==> src/rtl/mi4_pkg.sv <==
// Package: shared types and constants for the 4x4 matrix inverse block.
package mi4_pkg;

    typedef enum logic [3:0] {
        ST_LOAD,
        ST_COF_RD,
        ST_COF_MUL,
        ST_COF_END,
        ST_DET_RD,
        ST_DET,
        ST_DIV,
        ST_DIV_WAIT,
        ST_EMIT_RD,
        ST_EMIT_MUL,
        ST_EMIT_OUT,
        ST_SING_OUT
    } mi4_state_t;

    typedef enum logic [2:0] {
        OP_NONE,
        OP_PROD,
        OP_COF_TERM,
        OP_COF_STORE,
        OP_DET_TERM,
        OP_DIV_START,
        OP_EMIT
    } mi4_op_t;

    // Multiplier operand select.
    typedef enum logic [1:0] {
        SEL_PAIR,
        SEL_TRIPLE,
        SEL_DET,
        SEL_EMIT
    } mi4_sel_t;

    typedef struct packed {
        mi4_op_t    op;
        mi4_sel_t   sel;
        logic [3:0] cof_idx;
        logic [2:0] term;
        logic [1:0] det_col;
        logic       clear_acc;
    } mi4_cmd_t;

    typedef struct packed {
        logic busy;
        logic div_done;
        logic det_zero;
    } mi4_status_t;

    function automatic logic signed [63:0] add_sat(input logic signed [63:0] a,
                                                   input logic signed [63:0] b);
        logic signed [64:0] s;
        begin
            s = {a[63], a} + {b[63], b};
            if (s[64] != s[63])
                add_sat = s[64] ? {1'b1, 63'd0} : {1'b0, {63{1'b1}}};
            else
                add_sat = s[63:0];
        end
    endfunction

    // Minor row/col selection: index k (0..2) skipping s.
    function automatic logic [1:0] skip_sel(input logic [1:0] s, input logic [1:0] k);
        begin
            skip_sel = (k >= s) ? k + 2'd1 : k;
        end
    endfunction

endpackage

==> src/rtl/mi4_ctrl.sv <==
// Controller: sequences cofactors, determinant, division and result emission.
module mi4_ctrl
    import mi4_pkg::*;
(
    input  logic        clk,
    input  logic        rst_n,
    input  logic        in_fire,
    input  logic        in_start,
    input  logic        mul_done,
    input  logic        out_fire,
    input  mi4_status_t status,
    output mi4_cmd_t    cmd,
    output logic        in_ready,
    output logic        out_valid,
    output logic        mul_start
);
    mi4_state_t state_reg, state_next;
    logic [3:0] idx_reg, idx_next;
    logic [2:0] term_reg, term_next;
    logic [1:0] step_reg, step_next;

    always_ff @(posedge clk or negedge rst_n)
    begin
        if (!rst_n)
        begin
            state_reg <= ST_LOAD; idx_reg <= '0; term_reg <= '0; step_reg <= '0;
        end
        else
        begin
            state_reg <= state_next; idx_reg <= idx_next;
            term_reg <= term_next; step_reg <= step_next;
        end
    end

    always_comb
    begin
        state_next = state_reg; idx_next = idx_reg; term_next = term_reg; step_next = step_reg;
        cmd = '{op: OP_NONE, sel: SEL_PAIR, cof_idx: idx_reg, term: term_reg,
                det_col: idx_reg[1:0], clear_acc: 1'b0};
        in_ready = 1'b0; out_valid = 1'b0; mul_start = 1'b0;
        case (state_reg)
            ST_LOAD:
            begin
                in_ready = 1'b1;
                if (in_fire && in_start)
                begin
                    state_next = ST_COF_RD; idx_next = '0; term_next = '0; step_next = '0;
                    cmd.clear_acc = 1'b1;
                end
            end
            ST_COF_RD:
            begin
                mul_start = 1'b1;
                cmd.sel = (step_reg == 2'd1) ? SEL_TRIPLE : SEL_PAIR;
                state_next = ST_COF_MUL;
            end
            ST_COF_MUL:
            begin
                if (mul_done)
                begin
                    if (step_reg == 2'd0)
                    begin
                        step_next = 2'd1;
                        cmd.op = OP_PROD;
                        state_next = ST_COF_RD;
                    end
                    else
                    begin
                        cmd.op = OP_COF_TERM;
                        step_next = 2'd0;
                        if (term_reg == 3'd5)
                            state_next = ST_COF_END;
                        else
                        begin
                            term_next = term_reg + 3'd1;
                            state_next = ST_COF_RD;
                        end
                    end
                end
            end
            ST_COF_END:
            begin
                cmd.op = OP_COF_STORE;
                term_next = '0;
                if (idx_reg == 4'd15)
                begin
                    idx_next = '0; state_next = ST_DET_RD;
                end
                else
                begin
                    idx_next = idx_reg + 4'd1; state_next = ST_COF_RD;
                end
            end
            ST_DET_RD:
            begin
                mul_start = 1'b1;
                cmd.sel = SEL_DET;
                state_next = ST_DET;
            end
            ST_DET:
            begin
                if (mul_done)
                begin
                    cmd.op = OP_DET_TERM;
                    if (idx_reg == 4'd3)
                    begin
                        idx_next = '0; state_next = ST_DIV;
                    end
                    else
                    begin
                        idx_next = idx_reg + 4'd1; state_next = ST_DET_RD;
                    end
                end
            end
            ST_DIV:
            begin
                if (status.det_zero)
                    state_next = ST_SING_OUT;
                else
                begin
                    cmd.op = OP_DIV_START;
                    state_next = ST_DIV_WAIT;
                end
            end
            ST_DIV_WAIT:
            begin
                if (status.div_done)
                    state_next = ST_EMIT_RD;
            end
            ST_EMIT_RD:
            begin
                mul_start = 1'b1;
                cmd.sel = SEL_EMIT;
                state_next = ST_EMIT_MUL;
            end
            ST_EMIT_MUL:
            begin
                if (mul_done)
                begin
                    cmd.op = OP_EMIT;
                    state_next = ST_EMIT_OUT;
                end
            end
            ST_EMIT_OUT:
            begin
                out_valid = 1'b1;
                if (out_fire)
                begin
                    if (idx_reg == 4'd15)
                    begin
                        idx_next = '0; state_next = ST_LOAD;
                    end
                    else
                    begin
                        idx_next = idx_reg + 4'd1; state_next = ST_EMIT_RD;
                    end
                end
            end
            ST_SING_OUT:
            begin
                out_valid = 1'b1;
                if (out_fire)
                    state_next = ST_LOAD;
            end
            default:
                state_next = ST_LOAD;
        endcase
    end

    assert property (@(posedge clk) disable iff (!rst_n) in_ready |-> !out_valid)
        else $error("input and output open together");
    assert property (@(posedge clk) disable iff (!rst_n)
        (state_reg == ST_EMIT_OUT && out_valid && !out_fire) |=> state_reg == ST_EMIT_OUT)
        else $error("result dropped under stall");
    assert property (@(posedge clk) disable iff (!rst_n)
        (state_reg == ST_SING_OUT && out_fire) |=> state_reg == ST_LOAD)
        else $error("singular result not final");
endmodule

==> config.mk <==
export PLATFORM = sky130hd
export DESIGN_NAME = mi4_ctrl
export DESIGN_NICKNAME = d
export VERILOG_FILES = /design/src/rtl/mi4_pkg.sv /design/src/rtl/mi4_ctrl.sv
export SDC_FILE = /design/constraint.sdc
export NUM_CORES = 1
export LEC_CHECK = 0
export BUFFER_PORTS_ARGS = -buffer_cell sky130_fd_sc_hd__buf_2
export CELL_PAD_IN_SITES_DETAIL_PLACEMENT = 1
export CELL_PAD_IN_SITES_GLOBAL_PLACEMENT = 2
export CORE_MARGIN = 2
export CORE_UTILIZATION = 30
export CTS_CLUSTER_DIAMETER = 200
export DETAILED_ROUTE_END_ITERATION = 8
export GPL_TIMING_DRIVEN = 0
export PLACE_DENSITY_LB_ADDON = 0.1
export SLEW_MARGIN = 20
export SYNTH_ARGS = -nofsm -noshare
export SYNTH_HDL_FRONTEND = slang
export SYNTH_SLANG_ARGS = --single-unit
==> constraint.sdc <==
create_clock -name clk -period 1.8 [get_ports clk]
set_input_delay 0.27 -clock clk [delete_from_list [all_inputs] [get_ports clk]]
set_output_delay 0.27 -clock clk [all_outputs]
set_load 0.02 [all_outputs]
; Yosys cells after proc, flatten, opt, wreduce, memory -nomap -nowiden
; Index checks and enable logic that the tools add are counted.
[totals]
output_inout_bits = 18
register_bits = 13
word_cells = 84
[op_classes]
reduce_logical = 12
addsub = 2
n_eq_ne = 24
mux = 42
[ops]
columns = operator, n
row1 = 2-to-1 mux 4 bit, 14
row2 = case mux 4 bit (12 select lines), 1
row3 = 2-to-1 mux 3 bit, 8
row4 = == test 4 bit (second input constant), 5
row5 = inequality test 2 bit (second input constant), 9
row6 = == test 4 x 3 -> 1 bit (second input constant), 4
row7 = case mux 4 bit (4 select lines), 1
row8 = case mux 3 bit (5 select lines), 1
row9 = 2-to-1 mux 2 bit, 7
row10 = == test 4 x 2 -> 1 bit (second input constant), 3
row11 = case mux 3 bit (3 select lines), 1
row12 = 2-to-1 mux 1 bit, 7
row13 = AND reduction 7 bit, 1
row14 = case mux 2 bit (3 select lines), 1
row15 = AND reduction 5 bit, 1
row16 = adder 4 x 1 -> 4 bit (second input constant), 1
row17 = == test 4 x 1 -> 1 bit (second input constant), 1
row18 = logical NOT 4 bit, 1
row19 = case mux 2 bit (2 select lines), 1
row20 = AND reduction 4 bit, 1
row21 = nonzero test 4 bit, 1
row22 = adder 3 x 1 -> 3 bit (second input constant), 1
row23 = == test 3 bit (second input constant), 1
row24 = AND reduction 3 bit, 1
row25 = other kinds (7), 7

; Depth between registers and ports, before layout
[logic_depth]
ltp_word = 5
ltp_mapped = 7
depth_no_buf = 6

; Worst setup path after synthesis
; Ideal clock, no wire load.
[synth_timing]
path_type = reg-to-output
from = reg state_reg[3]
to = out cmd[10] (netlist bit)
slack_ps = -57
required_time_ps = 1530
arrival_time_ps = 1587
path_stages_with_launch = 6
cell_sequence = dfrtp_1 -> buf_2 -> buf_2 -> clkbuf_1 -> nand2_1 -> a211oi_1
[synth_lines]
columns = element, line
row1 = "start, declared", mi4_ctrl.sv:17  ; mi4_state_t state_reg, state_next;
row2 = "start signal, assigned", mi4_ctrl.sv:30  ; state_reg <= state_next; idx_reg <= idx_next;
row3 = "end, declared", mi4_ctrl.sv:12  ; output mi4_cmd_t cmd,

==> out/qor.csv <==
metric,value,unit
number of CTS-inserted buffers,3,
P_leak,0.679,nW
startpoint class of the critical path,flip-flop,
DR WL/cell,15.4,um
Synth async-reset ratio,100,%
Mapped Nets,145,
Worst-Skew Late Latency,0.24,ns
CP required,1.53,ns
GRT met2 Usage,29.6,%
# nets final,182,
setup TNS,0,ns
Max IR drop VDD,0.446,mV
multiplexer share of the synthesized area,0,%
met3 Track Usage GR,3.30,%
Core Area,3610,sq um
"Distinct cells, synth",47,
drt first-iter violations,47,
fmax,575,MHz
r2r endpoint,state_reg[0],
Setup crit start,state_reg[3],
adder-cell share of the synthesized area,3.40,%
"Remaining Overflow, GRT",0,
I/O pin count,27,
Yosys warnings,0,
flop2flop setup slack,0.12,ns
Chip Width,64.7,um
RSZ-0062 raised after global routing,true,
worst clock skew,0.00112,ns
HP Class,primary input to async pin,
Synth Area in Compound Gates,28.8,%
final WL,3340,um
initial antenna violation count,0,
die area,4180,sq um
CTS sink cnt,12,
Post-Synth Simple-Gate Area,30.7,%
dominant cells by area after synthesis,"dfrtp_1 (27%), nand2_1 (5.8%), nor2_1 (4.8%)",
area share of the largest cell type after synthesis,27.2,%
Final setup viols,0,
routed vias,1111,
Mapped Cells,133,
Crit Path Max Fanout,6,
CP Class,flip-flop to primary output,
drc violations,0,
fin crit period,1.74,ns
Initial Utilization,30.6,%
final hold vios,0,
post-route ant nets,0,
Slew Limit Fails,0,
first-pass GRT wire length,5530,um
Critical Path AT,1.47,ns
post-placement cell area,1290,sq um
Synth Register Bits,12,
PwrDens,1300,nW/um^2
proportion of layout cells with a drive suffix above 1,39.6,%
gpl congestion,0.743,
drt pass-1 iters,3,
Layout area overhead,34.8,%
hpwl dp,2520,um
Clock Tree Buf Depth,2,
post-route cell area,1490,sq um
largest family of logic cells by synthesized area,simple AND/OR/NAND/NOR gates,
clock-pin slew on the worst setup and hold paths,0.06,ns
status,finished clean,
CP endpoint,cmd[10],
ys flop type,dfrtp_1,
gr busiest metal,met2,
TritonCTS clock tree,built,
GRT Util Overall,17.1,%
syn_area_per_cell,8.31,sq um
reg2reg path depth,6,
Die H,64.7,um
post-synth design cell area,1100,sq um
max-cap check violation count,0,
row count,22,
Port Buffers,25,
ant diodes,0,
Via density,5.12,
"EDFF count, synth",0,
slew margin rel.,76.4,%
Yosys top cell by area,dfrtp_1,
H-tree depth,1,
root buffer cell,clkbuf_8,
r2r startpoint,state_reg[3],
xor/xnor share of the synthesized area,2.27,%
sequential area share after synthesis,27.2,%
number of global-route vias before repair,1149,
Setup crit end kind,primary output,
GR met1 Demand/Resource,22.3,%
largest net degree at the start of global routing,13,
crit share post-route,96.6,%
worst-margin pin slew,0.352,ns
-- kinds of logic (layout without fill, tap and decap cells) --
logic type                 count (synthesis)  in the layout
AOI/OAI and AO/OA                         39             39
xor gates and xnor gates                   2              2
adders and majority gates                  3              3
buffers and inverters                     15             51
DFF                                       12             12
and+or+nand+nor                           62             62
-- cell type report --
class	count	area [sq um]
well taps	48	60.1
multi-input cells	106	753
repair buffers	33	195
fillers	445	2120
flip-flops and latches	12	302
inverters	4	15.0
plain buffers	10	109
clock buffers	4	55.1
-- power by group --
group | leakage [nW] | internal (W) | total [W] | switching [W]
Sequential | 0.160 | 0.000316 | 0.000367 | 0.0000507
Combinational | 0.490 | 0.000540 | 0.00127 | 0.000726
Clock | 0.0288 | 0.000193 | 0.000296 | 0.000103
-- per-layer routing --
layer | part of all wire (%) | up-vias
met3 | 2.5 | 4
met4 | 0.99 | 0
met5 | 0 | -
met1 | 46 | 535
met2 | 50 | 18
li1 | - | 554
-- worst max-delay path, stage by stage (launching register included) --
cell,delay [ns]
dfrtp_2,0.43
buf_6,0.14
buf_8,0.11
nand3b_1,0.16
a211oi_2,0.23
buf_4,0.17
-- repair_timing --
action,in CTS,in global routing
setup endpoints to repair,5,8
buffers inserted,3,4
gates resized for setup,19,13
hold buffers,1,0
hold endpoints to repair,12,0
pin swaps,1,1
-- cell usage in the layout, fill, tap and decap left out, types with 2 or more instances in the layout --
master     instances
nand2_1           17
dfrtp_1           11
nor2_2             2
and3_1             3
a21oi_1            2
o32a_1             2
clkbuf_8           4
buf_6              7
a32oi_1            2
o41ai_1            2
nor2b_4            2
ha_1               3
o21ai_0            3
nor2_1            13
o21ai_1            6
nand2b_1           5
buf_2             22
nand3b_1           4
a31oi_1            2
a211oi_2           2
a2bb2oi_1          2
buf_4             12
o31ai_1            4
inv_1              3
nand3_1            3
nor3_1             4
-- stage by stage --
stage                     power (W)  worst slack (ns)  instances  hold slack (ns)  utilization, %
final                       0.00193            0.0611        217            0.446            41.3
after detailed placement    0.00148            -0.129        206            0.176            35.9
after global placement      0.00146           -0.0783        206            0.171            35.9
after CTS                   0.00188           0.00408        213            0.457            39.5
after global routing        0.00208           -0.0184        217            0.460            41.3
after floorplan             0.00121            0.0137        133          -0.0256               -
-- cells in the mapped netlist, types with 4 or more instances --
cell type  number
clkbuf_1        4
dfrtp_1        12
inv_1           4
nand2_1        17
nand2b_1        6
nand3b_1        4
nor2_1         14
nor3_1          4
o21ai_1         6
o31ai_1         4
-- worst min-delay path by stage --
stage / endpoint / slack, ns / cells after the start
floorplan: idx_reg[0] / -0.03 / 0
global placement: term_reg[2] / 0.17 / 1
detailed placement: term_reg[2] / 0.18 / 1
CTS: term_reg[2] / 0.46 / 2
global route: term_reg[2] / 0.46 / 2
finish: step_reg[0] / 0.45 / 2
Note: power is estimated with default switching activity, not from simulation.
